**config.mk**
```make
export PLATFORM = sky130hd
export DESIGN_NAME = signed_int_to_decimal_ascii
export DESIGN_NICKNAME = d
export VERILOG_FILES = /design/src/hw/rtl/sidta_pkg.sv /design/src/hw/rtl/signed_int_to_decimal_ascii.sv
export SDC_FILE = /design/constraint.sdc
export NUM_CORES = 1
export LEC_CHECK = 0
export CAP_MARGIN = 20
export CORE_MARGIN = 4
export CORE_UTILIZATION = 40
export DETAILED_ROUTE_END_ITERATION = 6
export DONT_BUFFER_PORTS = 1
export PLACE_DENSITY = 0.57
export REMOVE_ABC_BUFFERS = 1
export SYNTH_ARGS = -nofsm -noshare
export SYNTH_HDL_FRONTEND = slang
export SYNTH_SLANG_ARGS = --single-unit
```
**constraint.sdc**
```tcl
create_clock -name clk -period 10.6 [get_ports clk]
set_clock_uncertainty 0.1 [all_clocks]
set_input_delay 1.59 -clock clk [delete_from_list [all_inputs] [get_ports clk]]
set_output_delay 1.59 -clock clk [all_outputs]
set_load 0.005 [all_outputs]
```
**src/hw/rtl/sidta_pkg.sv**
```systemverilog
package sidta_pkg;

  // Field widths and conversion sizes.
  localparam int VALUE_W    = 32;
  localparam int CHAR_W     = 6;
  localparam int NUM_DIGITS = 10;
  localparam int BCD_W      = 4 * NUM_DIGITS;
  localparam int STEP_W     = $clog2(VALUE_W);
  localparam int DIG_W      = $clog2(NUM_DIGITS + 1);

  // ASCII codes, reduced to the output width.
  localparam logic [CHAR_W-1:0] CHAR_ZERO  = CHAR_W'(48);
  localparam logic [CHAR_W-1:0] CHAR_MINUS = CHAR_W'(45);

  // Sequencer states.
  typedef enum logic [4:0] {
    S_IDLE = 5'b00001,
    S_CONV = 5'b00010,
    S_SKIP = 5'b00100,
    S_SIGN = 5'b01000,
    S_EMIT = 5'b10000
  } state_t;

endpackage

```
**src/hw/rtl/signed_int_to_decimal_ascii.sv**
```systemverilog
// Signed 32-bit integer to decimal ASCII text.
//
// Input channel (in_valid, in_ready, in_value): one two's complement integer
// per transfer. in_ready is high only while the sequencer is idle.
// Output channel (out_valid, out_ready, out_char_code, out_last): one ASCII
// character per transfer, most significant first, '-' ahead of a negative
// number; out_last marks the final digit. No leading zeros; zero gives "0".
//
// Timing: after an input transfer the magnitude goes through shift-add-3
// binary-to-BCD conversion, one bit per cycle in a single shared correction
// unit. Leading zero digits are then dropped at one per cycle (up to 9), the
// sign or first digit is picked, and the sign and digits are loaded into the
// output register at one per cycle while the receiver keeps up. Dropped and
// emitted digits always add up to ten. The sequencer takes no new input until
// the final character sits in the output register, and a new input is taken
// as soon as it does.
//
// A stalled receiver simply holds the output register; the sequencer waits.
// Reset returns the sequencer to idle and empties the output register.
module signed_int_to_decimal_ascii
  import sidta_pkg::*;
(
  input  logic                     clk,
  input  logic                     rst_n,
  input  logic                     in_valid,
  output logic                     in_ready,
  input  logic signed [VALUE_W-1:0] in_value,
  output logic                     out_valid,
  input  logic                     out_ready,
  output logic [CHAR_W-1:0]        out_char_code,
  output logic                     out_last
);

  state_t              state_r, state_nxt;
  logic [VALUE_W-1:0]  bin_r, bin_nxt;
  logic [BCD_W-1:0]    bcd_r, bcd_nxt;
  logic [STEP_W-1:0]   step_r, step_nxt;
  logic [DIG_W-1:0]    dig_r, dig_nxt;
  logic                neg_r, neg_nxt;
  logic                out_valid_r, out_valid_nxt;
  logic [CHAR_W-1:0]   out_char_r, out_char_nxt;
  logic                out_last_r, out_last_nxt;

  logic [VALUE_W-1:0]  in_bits;
  logic [VALUE_W-1:0]  mag;
  logic [BCD_W-1:0]    bcd_adj;
  logic [3:0]          top_digit;
  logic                slot_free;

  // Magnitude as an unsigned word, so the most negative value is exact.
  assign in_bits = VALUE_W'(in_value);
  assign mag     = in_bits[VALUE_W-1] ? (VALUE_W'(0) - in_bits) : in_bits;

  // Shared correction unit: add 3 to every BCD digit of 5 or more.
  always_comb begin
    for (int d = 0; d < NUM_DIGITS; d++) begin
      if (bcd_r[4*d +: 4] >= 4'd5) begin
        bcd_adj[4*d +: 4] = bcd_r[4*d +: 4] + 4'd3;
      end else begin
        bcd_adj[4*d +: 4] = bcd_r[4*d +: 4];
      end
    end
  end

  assign top_digit = bcd_r[BCD_W-1 -: 4];
  assign slot_free = !out_valid_r || out_ready;

  // Sequencer and output register.
  always_comb begin
    state_nxt     = state_r;
    bin_nxt       = bin_r;
    bcd_nxt       = bcd_r;
    step_nxt      = step_r;
    dig_nxt       = dig_r;
    neg_nxt       = neg_r;
    out_valid_nxt = out_valid_r;
    out_char_nxt  = out_char_r;
    out_last_nxt  = out_last_r;

    if (out_valid_r && out_ready) begin
      out_valid_nxt = 1'b0;
    end

    case (state_r)
      S_IDLE: begin
        if (in_valid) begin
          bin_nxt   = mag;
          bcd_nxt   = '0;
          step_nxt  = '0;
          dig_nxt   = DIG_W'(NUM_DIGITS);
          neg_nxt   = in_bits[VALUE_W-1];
          state_nxt = S_CONV;
        end
      end
      S_CONV: begin
        bcd_nxt  = {bcd_adj[BCD_W-2:0], bin_r[VALUE_W-1]};
        bin_nxt  = {bin_r[VALUE_W-2:0], 1'b0};
        step_nxt = step_r + STEP_W'(1);
        if (step_r == STEP_W'(VALUE_W - 1)) begin
          state_nxt = S_SKIP;
        end
      end
      S_SKIP: begin
        // Drop leading zeros, but always keep the units digit.
        if (top_digit == 4'd0 && dig_r > DIG_W'(1)) begin
          bcd_nxt = {bcd_r[BCD_W-5:0], 4'd0};
          dig_nxt = dig_r - DIG_W'(1);
        end else if (neg_r) begin
          state_nxt = S_SIGN;
        end else begin
          state_nxt = S_EMIT;
        end
      end
      S_SIGN: begin
        if (slot_free) begin
          out_valid_nxt = 1'b1;
          out_char_nxt  = CHAR_MINUS;
          out_last_nxt  = 1'b0;
          state_nxt     = S_EMIT;
        end
      end
      S_EMIT: begin
        if (slot_free) begin
          out_valid_nxt = 1'b1;
          out_char_nxt  = CHAR_ZERO + {{(CHAR_W-4){1'b0}}, top_digit};
          out_last_nxt  = (dig_r == DIG_W'(1));
          bcd_nxt       = {bcd_r[BCD_W-5:0], 4'd0};
          dig_nxt       = dig_r - DIG_W'(1);
          if (dig_r == DIG_W'(1)) begin
            state_nxt = S_IDLE;
          end
        end
      end
      default: begin
        state_nxt = S_IDLE;
      end
    endcase
  end

  // Control state is reset; datapath registers are not.
  always_ff @(posedge clk) begin
    if (!rst_n) begin
      state_r     <= S_IDLE;
      out_valid_r <= 1'b0;
    end else begin
      state_r     <= state_nxt;
      out_valid_r <= out_valid_nxt;
    end
  end

  always_ff @(posedge clk) begin
    bin_r      <= bin_nxt;
    bcd_r      <= bcd_nxt;
    step_r     <= step_nxt;
    dig_r      <= dig_nxt;
    neg_r      <= neg_nxt;
    out_char_r <= out_char_nxt;
    out_last_r <= out_last_nxt;
  end

  assign in_ready      = (state_r == S_IDLE);
  assign out_valid     = out_valid_r;
  assign out_char_code = out_char_r;
  assign out_last      = out_last_r;

  // Every character shown is a minus sign or a decimal digit.
  assert property (@(posedge clk) disable iff (!rst_n)
    out_valid |-> (out_char_code == CHAR_MINUS) ||
                  ((out_char_code >= CHAR_ZERO) && (out_char_code <= CHAR_ZERO + CHAR_W'(9))))
    else $error("output character out of range");

  // A minus sign is never the final character.
  assert property (@(posedge clk) disable iff (!rst_n)
    (out_valid && out_char_code == CHAR_MINUS) |-> !out_last)
    else $error("minus sign flagged as last");

  // The remaining digit count stays in range while digits are emitted.
  assert property (@(posedge clk) disable iff (!rst_n)
    (state_r == S_EMIT) |-> (dig_r >= DIG_W'(1)) && (dig_r <= DIG_W'(NUM_DIGITS)))
    else $error("digit count out of range");

  // An accepted input always starts the conversion pass.
  assert property (@(posedge clk) disable iff (!rst_n)
    (in_valid && in_ready) |=> (state_r == S_CONV) && (step_r == STEP_W'(0)))
    else $error("conversion did not start after input transfer");

endmodule
```
==> impl_metrics.py <==
metrics = {
    "clocking": {
        "clock_sinks": 94,
        "htreeDepth": 3,
        "postCtsHoldBufs": 0,
        "cts_tree": "yes",
        "cts_root_buf": "clkbuf_16",
        "cts_buffers": 9,
        "clockBufferDepth": 2,
        "clk_latency_ns": 0.35,
        "cts_setup_buffers": 0,
        "ctsResizeCount": 0,
        "clk_pin_slew_ns": 0.07,
    },
    "routing": {
        "ant_nets": 0,
        "drt_iter0_drc": 251,
        "vias": 3992,
        "drcViolationCount": 0,
        "dr.pass1.iters": 4,
        "finalWirelength_um": 10900,
        "routed_via_density": 5.40,
        "wl_per_cell_um": 14.8,
    },
    "worst_setup_path": {
        "required_ns": 10.47,
        "startpoint_type": "register",
        "crit_arrival_ns": 2.97,
        "end_kind": "register",
        "crit_type": "register to register",
        "worstPathMaxFanout": 48,
    },
    "power": {
        "max-vdd-ir-drop_v": 0.0000772,
        "clkPwrFrac_pct": 33.3,
        "comb_power_share_pct": 15.9,
        "power_uw": 981,
        "leakage_nw": 2.09,
        "seq_power_share_pct": 50.7,
        "p_per_area_mw_per_mm2": 161,
        "p_int_uw": 710,
        "p_sw_share_pct": 27.6,
        "power_switching_uw": 270,
    },
    "global_route": {
        "grt_busiest_layer": "met2",
        "grt_max_degree": 67,
        "antenna_found_initial": 0,
        "grt_util_met1_pct": 18.3,
        "use_met2_pct": 22.0,
        "grtUsageTotal_pct": 13.9,
        "grt_pass1_vias": 3923,
        "grt_overflow": 0,
        "grtUsageMet3_pct": 3.24,
        "grt_first_pass_wirelength_um": 18400,
    },
    "timing": {
        "hold_viol_final": 0,
        "post-route-period-util_pct": 29.2,
        "final.min_clock_period_ns": 3.10,
        "slew_headroom_pct": 30.7,
        "fin_ws_ns": 7.50,
        "max_slew.worst_pin.slew_ns": 1.04,
        "tns_ns": 0,
        "rsz0062_at_grt": "false",
        "slew_viol_final": 0,
        "setup_viol": 0,
        "fmax_mhz": 323,
    },
    "final_layout": {
        "area_growth_syn_to_layout_pct": 7.79,
        "antennaDiodeCount": 0,
        "fin_nets": 615,
        "drive_gt1_share_pct": 6.08,
        "final_cell_count_no_fill": 739,
        "layout_common_cells": "88 x edfxtp_1, 68 x o21ai_0, 67 x nand2_1",
        "final_common_cell": "edfxtp_1",
    },
    "place": {
        "hpwl_um": 7450,
        "gp_congestion": 0.825,
        "port_buffers": 0,
        "pre_cts_slack_ns": 7.16,
        "placed_cells": 723,
    },
    "logic_synthesis": {
        "async_flop_share_pct": 0,
        "ys_ff_latch": 94,
        "synth_flop_cell": "edfxtp_1",
        "synth_area_mm2": 0.00563,
        "synth_cells": 564,
        "yosysTopAreaCell": "edfxtp_1",
        "syn_area_per_cell_um2": 9.99,
        "synth_edf_count": 88,
        "yosys.area.top_type_share_pct": 46.9,
        "synth_cell_type_count": 53,
        "ys_seq_area_share_pct": 49.0,
        "ys_warn_count": 0,
        "synth_area_leaders": "edfxtp_1 47%, o21ai_0 6.0%, ha_1 5.6%",
    },
    "floorplan": {
        "start_util_pct": 40.7,
        "io_pins": 45,
        "die_y_um": 127,
        "die_w_um": 127,
        "dieArea_mm2": 0.0160,
        "core_area_mm2": 0.0138,
        "rows": 43,
    },
    "hold_path": {
        "hold_class": "register to register",
    },
    "job": {
        "maxCapViolations": 0,
    },
    "run_status": {
        "outcome": "finished, final reports clean",
    },
}
## per-stage QoR
step           cell area (um^2)  utilization, %  hold slack (ns)
2_1_floorplan              5510               -            0.396
3_3_place_gp               5770            41.8            0.399
3_5_place_dp               5770            41.8            0.414
4_1_cts                    6070            43.9            0.431
5_1_grt                    6070            43.9            0.458
6_report                   6070            43.9            0.427
## flip-flops by register name, summed over array words and instances (netlist names)
name           flops
bcd_r             40
bin_r             32
dig_r              4
neg_r              1
out_char_code      5
out_last           1
out_valid          1
state_r            5
step_r             5
## cell type report
cell class / count / area, um^2
Tap cell: 180 / 225
Clock buffer: 9 / 225
Clock inverter: 7 / 75.1
Sequential cell: 94 / 2760
Inverter: 27 / 101
Fill cell: 1320 / 7750
Timing Repair Buffer: 2 / 15.0
Multi-Input combinational cell: 420 / 2670
## path summary, 6_finish.rpt
kind / startpoint / end / slack (ns) / cells after the start
worst max-delay path: state_r[1]$_SDFFE_PN0P_ / bin_r[29]$_DFFE_PP_ / 7.50 / 3
worst max register to register: state_r[1]$_SDFFE_PN0P_ / bin_r[29]$_DFFE_PP_ / 7.50 / 3
worst min register to register: bin_r[3]$_DFFE_PP_ / bin_r[4]$_DFFE_PP_ / 0.43 / 2
worst min-delay path: bin_r[3]$_DFFE_PP_ / bin_r[4]$_DFFE_PP_ / 0.43 / 2
## cells in the mapped netlist, drive strengths merged, types with 3 or more instances
cell     n
or3      6
o21ai   69
xnor2   16
nor2b    3
inv     27
o31ai   22
nor4     5
edfxtp  88
xor2    33
nor3b   12
nor2    41
ha      25
a21oi   43
and2     7
buf     15
a22o     7
or2      4
clkbuf   8
nand2   67
nor4b    3
o41ai    5
nand2b  17
nor3     7
nand3    4
dfxtp    6
## power groups by stage
| stage | combinational, mW | sequential (mW) | clock (mW) |
|---|---|---|---|
| floorplan | 0.126 | 0.497 | 0 |
| global placement | 0.153 | 0.504 | 0 |
| detailed placement | 0.158 | 0.506 | 0 |
| CTS | 0.159 | 0.498 | 0.335 |
| global route | 0.180 | 0.504 | 0.349 |
| finish | 0.156 | 0.498 | 0.327 |
## critical path, stage by stage (launching register included)
cell     delay, ns
dfxtp_1       0.44
or4b_4        0.53
nor2_4        0.80
or2_2         0.83
## cells by family (layout without fill, tap and decap cells)
group           count (synthesis)  count (layout)  synth area share [%]
xor+xnor                       49              49                  7.62
buf+inv                        50              45                  3.93
simple gates                  185             185                  16.9
other cells                     1               1                0.0666
fa+ha+maj                      25              25                  5.55
compound gates                159             159                  16.7
flops                          94              94                  49.0
mux                             1               1                 0.178
## per-layer routing
layer,routed length (um),vias to the layer above,part of all wire [%]
met5,0,-,0
met3,527,15,4.8
met2,5010,83,46
met1,5160,1885,47
li1,-,2009,-
met4,222,0,2.0
Power figures use the tool's default switching activity.
